**src/design/tdau_pkg.sv**
```systemverilog
// ----------------------------------------------------------------------------
// tdau_pkg
// Types, constants and step functions shared by the time of day unit.
// ----------------------------------------------------------------------------
package tdau_pkg;

    typedef enum logic [1:0] {
        OP_ADD = 2'd0,
        OP_SUB = 2'd1,
        OP_DIV = 2'd2,
        OP_MID = 2'd3
    } t_op;

    localparam int NST    = 8;
    localparam int A_LAST = 2;
    localparam int AW     = 10;
    localparam int BW     = 18;

    localparam logic [10:0] MS_RADIX  = 11'd1000;
    localparam logic [6:0]  SEC_RADIX = 7'd60;
    localparam logic [5:0]  HR_RADIX  = 6'd24;

    localparam int A_STEPS [NST] = '{4, 4, 2, 0, 0, 0, 0, 0};
    localparam int B_STEPS [NST] = '{0, 0, 0, 4, 4, 4, 4, 2};

    typedef struct packed {
        logic [9:0] ms;
        logic [5:0] sec;
        logic [5:0] min;
        logic [4:0] hr;
    } t_tod;

    typedef struct packed {
        t_op        op;
        logic [7:0] kdiv;
        t_tod       a;
        t_tod       b;
    } t_in;

    typedef struct packed {
        t_op                   op;
        logic [7:0]            kdiv;
        t_tod                  res;
        logic [3:0][7:0]       a_rem;
        logic [3:0][AW-1:0]    a_num;
        logic [2:0][7:0]       b_rem;
        logic [2:0][BW-1:0]    b_num;
    } t_stg;

    function automatic t_tod tod_add(t_tod x, t_tod y);
        t_tod       r;
        logic [10:0] s_ms;
        logic [6:0]  s_sm;
        logic [5:0]  s_hr;
        logic        c;
        s_ms = {1'b0, x.ms} + {1'b0, y.ms};
        c = 1'b0;
        if (s_ms >= 2 * MS_RADIX) begin
            s_ms = 11'(s_ms - 2 * MS_RADIX);
            c = 1'b1;
        end else if (s_ms >= MS_RADIX) begin
            s_ms = s_ms - MS_RADIX;
            c = 1'b1;
        end
        r.ms = s_ms[9:0];
        s_sm = {1'b0, x.sec} + {1'b0, y.sec} + {6'd0, c};
        c = 1'b0;
        if (s_sm >= 2 * SEC_RADIX) begin
            s_sm = 7'(s_sm - 2 * SEC_RADIX);
            c = 1'b1;
        end else if (s_sm >= SEC_RADIX) begin
            s_sm = s_sm - SEC_RADIX;
            c = 1'b1;
        end
        r.sec = s_sm[5:0];
        s_sm = {1'b0, x.min} + {1'b0, y.min} + {6'd0, c};
        c = 1'b0;
        if (s_sm >= 2 * SEC_RADIX) begin
            s_sm = 7'(s_sm - 2 * SEC_RADIX);
            c = 1'b1;
        end else if (s_sm >= SEC_RADIX) begin
            s_sm = s_sm - SEC_RADIX;
            c = 1'b1;
        end
        r.min = s_sm[5:0];
        s_hr = {1'b0, x.hr} + {1'b0, y.hr} + {5'd0, c};
        if (s_hr >= 2 * HR_RADIX) begin
            s_hr = 6'(s_hr - 2 * HR_RADIX);
        end else if (s_hr >= HR_RADIX) begin
            s_hr = s_hr - HR_RADIX;
        end
        r.hr = s_hr[4:0];
        return r;
    endfunction

    function automatic t_tod tod_sub(t_tod x, t_tod y);
        t_tod        r;
        logic [11:0] d_ms;
        logic [7:0]  d_sm;
        logic [6:0]  d_hr;
        logic        bw;
        d_ms = {2'b0, x.ms} - {2'b0, y.ms};
        bw = d_ms[11];
        if (bw) begin
            d_ms = d_ms + {1'b0, MS_RADIX};
        end
        r.ms = d_ms[9:0];
        d_sm = {2'b0, x.sec} - {2'b0, y.sec} - {7'd0, bw};
        bw = d_sm[7];
        if (bw) begin
            d_sm = d_sm + {1'b0, SEC_RADIX};
        end
        r.sec = d_sm[5:0];
        d_sm = {2'b0, x.min} - {2'b0, y.min} - {7'd0, bw};
        bw = d_sm[7];
        if (bw) begin
            d_sm = d_sm + {1'b0, SEC_RADIX};
        end
        r.min = d_sm[5:0];
        d_hr = {2'b0, x.hr} - {2'b0, y.hr} - {6'd0, bw};
        if (d_hr[6]) begin
            d_hr = d_hr + {1'b0, HR_RADIX};
        end
        r.hr = d_hr[4:0];
        return r;
    endfunction

    function automatic t_tod tod_half(t_tod x);
        t_tod r;
        r.ms  = {1'b0, x.ms[9:1]} + (x.sec[0] ? 10'd500 : 10'd0);
        r.sec = {1'b0, x.sec[5:1]} + (x.min[0] ? 6'd30 : 6'd0);
        r.min = {1'b0, x.min[5:1]} + (x.hr[0] ? 6'd30 : 6'd0);
        r.hr  = {1'b0, x.hr[4:1]};
        return r;
    endfunction

    function automatic t_stg a_steps(t_stg s, int n);
        t_stg       r;
        logic [8:0] t;
        r = s;
        for (int i = 0; i < 8; i++) begin
            if (i < n) begin
                for (int l = 0; l < 4; l++) begin
                    t = {r.a_rem[l], r.a_num[l][AW-1]};
                    if (t >= {1'b0, r.kdiv}) begin
                        t = t - {1'b0, r.kdiv};
                        r.a_num[l] = {r.a_num[l][AW-2:0], 1'b1};
                    end else begin
                        r.a_num[l] = {r.a_num[l][AW-2:0], 1'b0};
                    end
                    r.a_rem[l] = t[7:0];
                end
            end
        end
        return r;
    endfunction

    function automatic t_stg b_steps(t_stg s, int n);
        t_stg       r;
        logic [8:0] t;
        r = s;
        for (int i = 0; i < 8; i++) begin
            if (i < n) begin
                for (int l = 0; l < 3; l++) begin
                    t = {r.b_rem[l], r.b_num[l][BW-1]};
                    if (t >= {1'b0, r.kdiv}) begin
                        t = t - {1'b0, r.kdiv};
                        r.b_num[l] = {r.b_num[l][BW-2:0], 1'b1};
                    end else begin
                        r.b_num[l] = {r.b_num[l][BW-2:0], 1'b0};
                    end
                    r.b_rem[l] = t[7:0];
                end
            end
        end
        return r;
    endfunction

endpackage

```
**src/design/time_of_day_arithmetic_unit.sv**
```systemverilog
// ----------------------------------------------------------------------------
// time_of_day_arithmetic_unit
// Pipelined add, subtract, divide and middle on two times of day.
// ----------------------------------------------------------------------------
// Operands arrive on the slave stream: tuser carries the opcode and tdata the
// two times and the divisor. Each transfer gives exactly one result transfer
// on the master stream: tdata carries the result time, tuser the divide
// error flag.
// The unit is a ten stage pipeline: an input register, eight stages of a
// restoring divider with two to four quotient bits per stage (first on
// the time fields, then on the remainders scaled by the radix), and an
// output register. One operation is taken every cycle while the receiver
// does not stall the output.
// Add, subtract and middle are computed in the first stages and carried
// along with the divider lanes, so every opcode has the same latency.
// When the receiver stalls with a result waiting, the whole pipeline holds
// and tready on the slave side drops; nothing is lost or repeated.
// Reset clears all valid bits and holds tready low; the block takes
// operands in the first cycle after reset is released.
// ----------------------------------------------------------------------------
module time_of_day_arithmetic_unit (
    input  logic        i_clk,
    input  logic        i_rst_n,
    input  logic        s_axis_tvalid,
    output logic        s_axis_tready,
    // a_millis, a_seconds, a_minutes, a_hours, b_millis, b_seconds,
    // b_minutes, b_hours, divisor, zero fill
    input  logic [63:0] s_axis_tdata,
    // opcode
    input  logic [1:0]  s_axis_tuser,
    output logic        m_axis_tvalid,
    input  logic        m_axis_tready,
    // r_millis, r_seconds, r_minutes, r_hours, zero fill
    output logic [31:0] m_axis_tdata,
    // divide_error
    output logic        m_axis_tuser
);

    logic                       w_en;
    tdau_pkg::t_in              r_in;
    logic                       r_vin;
    tdau_pkg::t_stg             r_st [tdau_pkg::NST];
    tdau_pkg::t_stg             n_st [tdau_pkg::NST];
    logic [tdau_pkg::NST-1:0]   r_vst;
    tdau_pkg::t_tod             r_out;
    logic                       r_err;
    logic                       r_vout;
    tdau_pkg::t_tod             n_out;
    logic                       n_err;

    assign w_en          = ~r_vout | m_axis_tready;
    assign s_axis_tready = w_en & i_rst_n;

    always_comb begin
        tdau_pkg::t_stg t;
        t.op       = r_in.op;
        t.kdiv     = r_in.kdiv;
        if (r_in.op == tdau_pkg::OP_SUB) begin
            t.res = tdau_pkg::tod_sub(r_in.a, r_in.b);
        end else begin
            t.res = tdau_pkg::tod_add(r_in.a, r_in.b);
        end
        t.a_rem    = '0;
        t.a_num[0] = r_in.a.ms;
        t.a_num[1] = {4'd0, r_in.a.sec};
        t.a_num[2] = {4'd0, r_in.a.min};
        t.a_num[3] = {5'd0, r_in.a.hr};
        t.b_rem    = '0;
        t.b_num    = '0;
        n_st[0]    = tdau_pkg::a_steps(t, tdau_pkg::A_STEPS[0]);
        for (int j = 1; j < tdau_pkg::NST; j++) begin
            t = r_st[j-1];
            if (j == 1 && t.op == tdau_pkg::OP_MID) begin
                t.res = tdau_pkg::tod_half(t.res);
            end
            t = tdau_pkg::a_steps(t, tdau_pkg::A_STEPS[j]);
            if (j == tdau_pkg::A_LAST) begin
                t.b_rem    = '0;
                t.b_num[0] = 18'({t.a_rem[1], 10'd0} - {t.a_rem[1], 4'd0}
                                 - {t.a_rem[1], 3'd0});
                t.b_num[1] = 18'({t.a_rem[2], 6'd0} - {t.a_rem[2], 2'd0});
                t.b_num[2] = 18'({t.a_rem[3], 6'd0} - {t.a_rem[3], 2'd0});
            end
            n_st[j] = tdau_pkg::b_steps(t, tdau_pkg::B_STEPS[j]);
        end
    end

    always_comb begin
        tdau_pkg::t_stg l;
        l     = r_st[tdau_pkg::NST-1];
        n_out = l.res;
        n_err = 1'b0;
        if (l.op == tdau_pkg::OP_DIV) begin
            if (l.kdiv == 8'd0) begin
                n_out = '0;
                n_err = 1'b1;
            end else begin
                n_out.ms  = 10'(l.a_num[0] + l.b_num[0][9:0]);
                n_out.sec = 6'(l.a_num[1][5:0] + l.b_num[1][5:0]);
                n_out.min = 6'(l.a_num[2][5:0] + l.b_num[2][5:0]);
                n_out.hr  = l.a_num[3][4:0];
            end
        end
    end

    always_ff @(posedge i_clk) begin
        if (!i_rst_n) begin
            r_vin  <= 1'b0;
            r_vst  <= '0;
            r_vout <= 1'b0;
        end else if (w_en) begin
            r_vin  <= s_axis_tvalid;
            r_vst  <= {r_vst[tdau_pkg::NST-2:0], r_vin};
            r_vout <= r_vst[tdau_pkg::NST-1];
        end
    end

    always_ff @(posedge i_clk) begin
        if (w_en) begin
            r_in.op   <= tdau_pkg::t_op'(s_axis_tuser);
            r_in.a.ms  <= s_axis_tdata[9:0];
            r_in.a.sec <= s_axis_tdata[15:10];
            r_in.a.min <= s_axis_tdata[21:16];
            r_in.a.hr  <= s_axis_tdata[26:22];
            r_in.b.ms  <= s_axis_tdata[36:27];
            r_in.b.sec <= s_axis_tdata[42:37];
            r_in.b.min <= s_axis_tdata[48:43];
            r_in.b.hr  <= s_axis_tdata[53:49];
            r_in.kdiv  <= s_axis_tdata[61:54];
            for (int j = 0; j < tdau_pkg::NST; j++) begin
                r_st[j] <= n_st[j];
            end
            r_out <= n_out;
            r_err <= n_err;
        end
    end

    assign m_axis_tvalid = r_vout;
    assign m_axis_tdata  = {5'd0, r_out.hr, r_out.min, r_out.sec, r_out.ms};
    assign m_axis_tuser  = r_err;

endmodule

```
**config.mk**
```make
export PLATFORM = sky130hd
export DESIGN_NAME = time_of_day_arithmetic_unit
export DESIGN_NICKNAME = d
export VERILOG_FILES = /design/src/design/tdau_pkg.sv /design/src/design/time_of_day_arithmetic_unit.sv
export SDC_FILE = /design/constraint.sdc
export NUM_CORES = 2
export LEC_CHECK = 0
export CAP_MARGIN = 20
export CELL_PAD_IN_SITES_DETAIL_PLACEMENT = 1
export CELL_PAD_IN_SITES_GLOBAL_PLACEMENT = 1
export CORE_ASPECT_RATIO = 1.75
export CORE_MARGIN = 2
export CORE_UTILIZATION = 53
export CTS_CLUSTER_SIZE = 12
export DETAILED_ROUTE_END_ITERATION = 6
export DONT_BUFFER_PORTS = 1
export GPL_TIMING_DRIVEN = 0
export PLACE_DENSITY = 0.82
export SYNTH_ARGS = -nofsm -noshare
export SYNTH_HDL_FRONTEND = slang
export SYNTH_SLANG_ARGS = --single-unit
```
**constraint.sdc**
```tcl
create_clock -name i_clk -period 30.3 [get_ports i_clk]
set_input_delay 0 -clock i_clk [delete_from_list [all_inputs] [get_ports i_clk]]
set_output_delay 0 -clock i_clk [all_outputs]
set_load 0.01 [all_outputs]
```
======== Yosys cells after proc, flatten, opt, wreduce, memory -nomap -nowiden ========
Memories as Yosys holds them, arrays and structs flattened.
Cells that the tools add are included.
cells by class
  $add $sub $neg .......................... 128
  magnitude comparators ................... 100
  equal/unequal tests ..................... 3
  mux-type cells .......................... 217
  bitwise gates (word level) .............. 3
  reductions and logical operators ........ 1
operators with widths
  cell                    number
  $ge 9x8->1              90
  $mux 8                  92
  $sub 8x8->8             90
  $mux 27                 4
  $mux 1                  106
  $mux 6                  6
  $mux 10                 3
  $sub 14x10->15          2
  $mux 5                  5
  $sub 6x6->6 const B     4
  $sub 10x10->10 const B  2
  $add 5x5->6             3
  $sub 18x11->18          1
  $sub 18x12->18          1
  $sub 7x2->8             2
  $add 6x6->7             2
  $add 7x1->7             2
  $ge 7x6->1 const B      2
  $ge 7x7->1 const B      2
  $sub 6x6->7             2
  $add 6x6->6             2
  $add 6x6->6 const B     2
  $add 10x10->11          1
  $ge 11x10->1 const B    1
  23 further kinds        25
word-level totals
  flip-flop bits (word level) ............. 102
  RAM bits ................................ 1496
  bits of input ports ..................... 70
  output and inout bits ................... 35
  word-level logic and storage cells ...... 471
  memories ................................ 1
memory list
  memory  depth  width  rd ports  clocked after memory_dff  wr ports  RTL line                           text
  r_st    8      187    8         0                         8         time_of_day_arithmetic_unit.sv:42  tdau_pkg::t_stg r_st [tdau_pkg::NST];

======== Longest topological paths before layout ========
  depth in word-level cells ............... 20
  mapped depth ............................ 44
  mapped depth without buffers ............ 44

======== Worst setup path after synthesis ========
No wires, ideal clock.
  path kind ............................... reg-to-output
  start ................................... register r_vout, in the netlist m_axis_tvalid
  end ..................................... output s_axis_tready
  arrival ................................. 26.986 ns
  required time ........................... 30.300 ns
  setup slack ............................. 3.314 ns
  stages on the path, launching flop included .. 5
  path buffers ............................ 1
  cells stage by stage .................... dfxtp_1 > nor2b_1 > inv_1 > clkbuf_1 > and2_1
between the ends
  cells in the longest elaborated chain, start to end .. 3
ends and longest elaborated chain
  what                    RTL line                            text
  start, declared         time_of_day_arithmetic_unit.sv:47   logic r_vout;
  start signal, assigned  time_of_day_arithmetic_unit.sv:114  r_vout <= r_vst[tdau_pkg::NST-1];
  $not 1->1               time_of_day_arithmetic_unit.sv:51   assign w_en = ~r_vout | m_axis_tready;
  $or 1x1->1              time_of_day_arithmetic_unit.sv:51
  $and 1x1->1             time_of_day_arithmetic_unit.sv:52   assign s_axis_tready = w_en & i_rst_n;
  end, declared           time_of_day_arithmetic_unit.sv:25   output logic s_axis_tready,
No other way between the ends.

==> flow_summary.yaml <==
drt:
  vias_per_cell: 6.23
  ant_nets: 0
  wl_per_cell_um: 25.3
  wirelength_um: 203000
  dr.pass1.iters: 7
  drc: 0
  num_vias: 50000
  drt_iter0_drc: 2886
worst_setup_path:
  cp-end-kind: "flip-flop"
  cp_common_cell: "o21ai_0"
  critPathMaxFanout: 12
  cp.arrival_ns: 12.71
  cp_slowest_stage_delay_ns: 0.64
  start_kind: "flip-flop"
  worst-setup-path-type: "flip-flop to flip-flop"
  worstPathRequired_ns: 30.79
  critPathSlowestCell: "edfxtp_1"
sta:
  maxSlewViolCount: 0
  finalSetupViolCount: 0
  max_freq_mhz: 81.8
  setup_slack_ns: 18.08
  fin_crit_ns: 12.22
  rsz0062_at_grt: "no"
  hold_ws_ns: 0.284
  hold_viol: 0
  finalCritPeriodShare_pct: 40.3
  slew_headroom_pct: 21.1
  skew_ns: 0.0773
  tightestPinTransition_ns: 1.18
synthesis:
  netlist_instances: 6096
  syn-cell-area_mm2: 0.0657
  yosys-top-cells-area: "edfxtp_1 (41%), ha_1 (15%), mux2_2 (5.5%), xnor2_1 (4.3%), a21oi_1 (3.2%)"
  synthArstFlopShare_pct: 0
  syn_area_per_cell_um2: 10.8
  yosys.area.top_type: "edfxtp_1"
  seq_area_frac_synth_pct: 41.4
  synth_top_cell_area_share_pct: 41.1
  ys_warn_count: 0
  synth-main-ff-cell: "edfxtp_1"
  ys_types: 95
  synth_edf_count: 900
  ys_ff_latch: 910
hold_path:
  hold_class: "input pin to flip-flop"
cts:
  cts_tree: "done"
  htree_levels: 3
  cts_buffers: 93
  cts_setup_buffers: 0
  cts_resized: 0
  path_clk_slew_ns: 0.07
  cts_hold_buf: 134
  clockBufferDepth: 3
  clockRootBuffer: "clkbuf_16"
  clock-sinks: 910
  clock_latency_ns: 0.74
placed_design:
  dpl_worst_slack_ns: 18.48
  dpl.hpwl_um: 139000
  numPortBuffers: 0
  gp_congestion: 0.916
floorplan:
  coreArea_mm2: 0.123
  std_cell_rows: 170
  die_w_um: 270
  initial_core_util_pct: 53.5
  fp.dieArea_mm2: 0.127
  io_pins: 105
  die_y_um: 470
final_layout:
  fin_nets: 7278
  fillers: 13000
  drive_gt1_share_pct: 8.39
  multi_input_area_mm2: 0.0361
  area_growth_pct: 10.2
  regArea_mm2: 0.0272
  final_util_pct: 59.0
run_status:
  status: "finished clean"
grt:
  overflow: 0
  grt_pass1_vias: 56000
  grt_pass1_wl_um: 313000
  track_usage_pct: 31.6
  grt_start_max_net_pins: 75
  antenna_found_initial: 2
run:
  cap_violations: 0
## critical path: cells and delay by family, from the launching register on
kind / cells / cell delay, ns
adder cells (fa/ha/maj): 4 / 1.26
buffers and inverters: 6 / 1.85
AND/OR/NAND/NOR: 7 / 1.22
AO/OA/AOI/OAI: 24 / 6.58
multiplexers: 1 / 0.44
flip-flops: 1 / 0.64
## synthesized netlist by cell type, types with 11 or more instances
cell type,n
edfxtp_1,900
ha_1,767
inv_1,536
a21oi_1,414
nor2_1,399
o21ai_0,354
nand2_1,339
mux2_2,320
xnor2_1,320
xor2_1,150
nor2b_1,132
a21o_1,127
mux2i_1,95
nor3_1,92
fa_1,91
nand2b_1,83
nand4_1,79
nand3_1,75
o21bai_1,73
o21a_1,71
a21boi_0,69
clkbuf_1,69
o31ai_1,48
and2_1,36
a31oi_1,35
a211oi_1,29
and3_1,26
o31a_1,24
or2_2,24
and4_1,22
or3_1,19
a221o_1,18
nor4_1,16
nand3b_1,15
o211ai_1,15
a22o_1,14
a221oi_1,11
## routing by layer
metal  global-route usage, %  part of all wire, %  vias up
met3                    4.19                  3.8      862
met2                    60.8                   54     1636
met1                    29.5                   33    24800
met4                    25.0                  9.0        0
li1                        -                    -    22800
met5                       0                    0        -
## area by class of cell
cell class	count	area share, %
Multi-Input combinational cell	4561	49.8
Clock inverter	31	0.510
Sequential cell	910	37.6
Buffer	88	0.519
Tap cell	1634	2.82
Timing Repair Buffer	152	2.54
Antenna cell	1	0.00346
Inverter	544	2.82
Clock buffer	113	3.33
## logic make-up after synthesis
family / after synthesis / share of synthesized area (%)
fa+ha+maj: 858 / 17.4
simple gates: 1393 / 10.4
flops: 910 / 41.4
compound gates: 1416 / 13.9
buf+inv: 632 / 3.67
xor+xnor: 470 / 6.27
other cells: 1 / 0.00571
mux: 416 / 6.95
## stage by stage
| stage | area (µm²) | TNS (ns) | std cells |
|---|---|---|---|
| floorplan | 65700 | 0 | 6103 |
| finish | 72400 | 0 | 8034 |
| global placement | 67800 | -3999.34 | 7737 |
| CTS | 72400 | 0 | 8032 |
| global route | 72400 | 0 | 8034 |
| detailed placement | 68200 | 0 | 7754 |
## placed cells by master, fill, tap and decap left out, types with 14 or more instances in the layout
cell	synthesis	final
and4_1	22	22
a22o_1	14	14
mux2_2	320	320
fa_1	91	91
o31a_1	24	24
a21oi_1	414	414
edfxtp_1	900	900
o21bai_1	73	73
o211ai_1	15	15
nor2_1	399	399
buf_16	0	18
a21boi_0	69	69
nor3_1	92	92
mux2i_1	95	95
nand3b_1	15	15
nor4_1	16	16
dlygate4sd3_1	0	134
nand2b_1	83	83
a21o_1	127	127
xor2_1	150	150
nand3_1	75	75
or2_2	24	24
and3_1	26	26
nand4_1	79	79
and2_1	36	36
clkbuf_16	0	93
a31oi_1	35	35
or3_1	19	19
o21a_1	71	71
o31ai_1	48	48
a221o_1	18	18
nand2_1	339	339
o21ai_0	354	354
nor2b_1	132	132
ha_1	767	767
clkinv_1	4	15
inv_1	536	535
clkbuf_1	69	87
a211oi_1	29	29
xnor2_1	320	320
## worst paths after layout
kind	from	end	slack, ns	cells past startpoint
worst max-delay path	r_st[1][178]$_DFFE_PN_	r_st[1][242]$_DFFE_PN_	18.08	42
worst min-delay path	i_rst_n	r_vst[4]$_SDFFE_PN0N_	0.28	3
worst max register to register	r_st[1][178]$_DFFE_PN_	r_st[1][242]$_DFFE_PN_	18.08	42
worst min register to register	r_st[0][458]$_DFFE_PN_	r_st[0][645]$_DFFE_PN_	0.37	0
## flip-flops by register name, indices dropped and copies added (netlist names)
register and count:
m_axis_tdata 27, m_axis_tuser 1, m_axis_tvalid 1, n_st 10, r_in 54, r_st 808
r_vin 1, r_vst 8
Power is left out: the tool's default activity adds up to more than one toggle a clock period on the data nets, which glitch-free logic cannot reach.
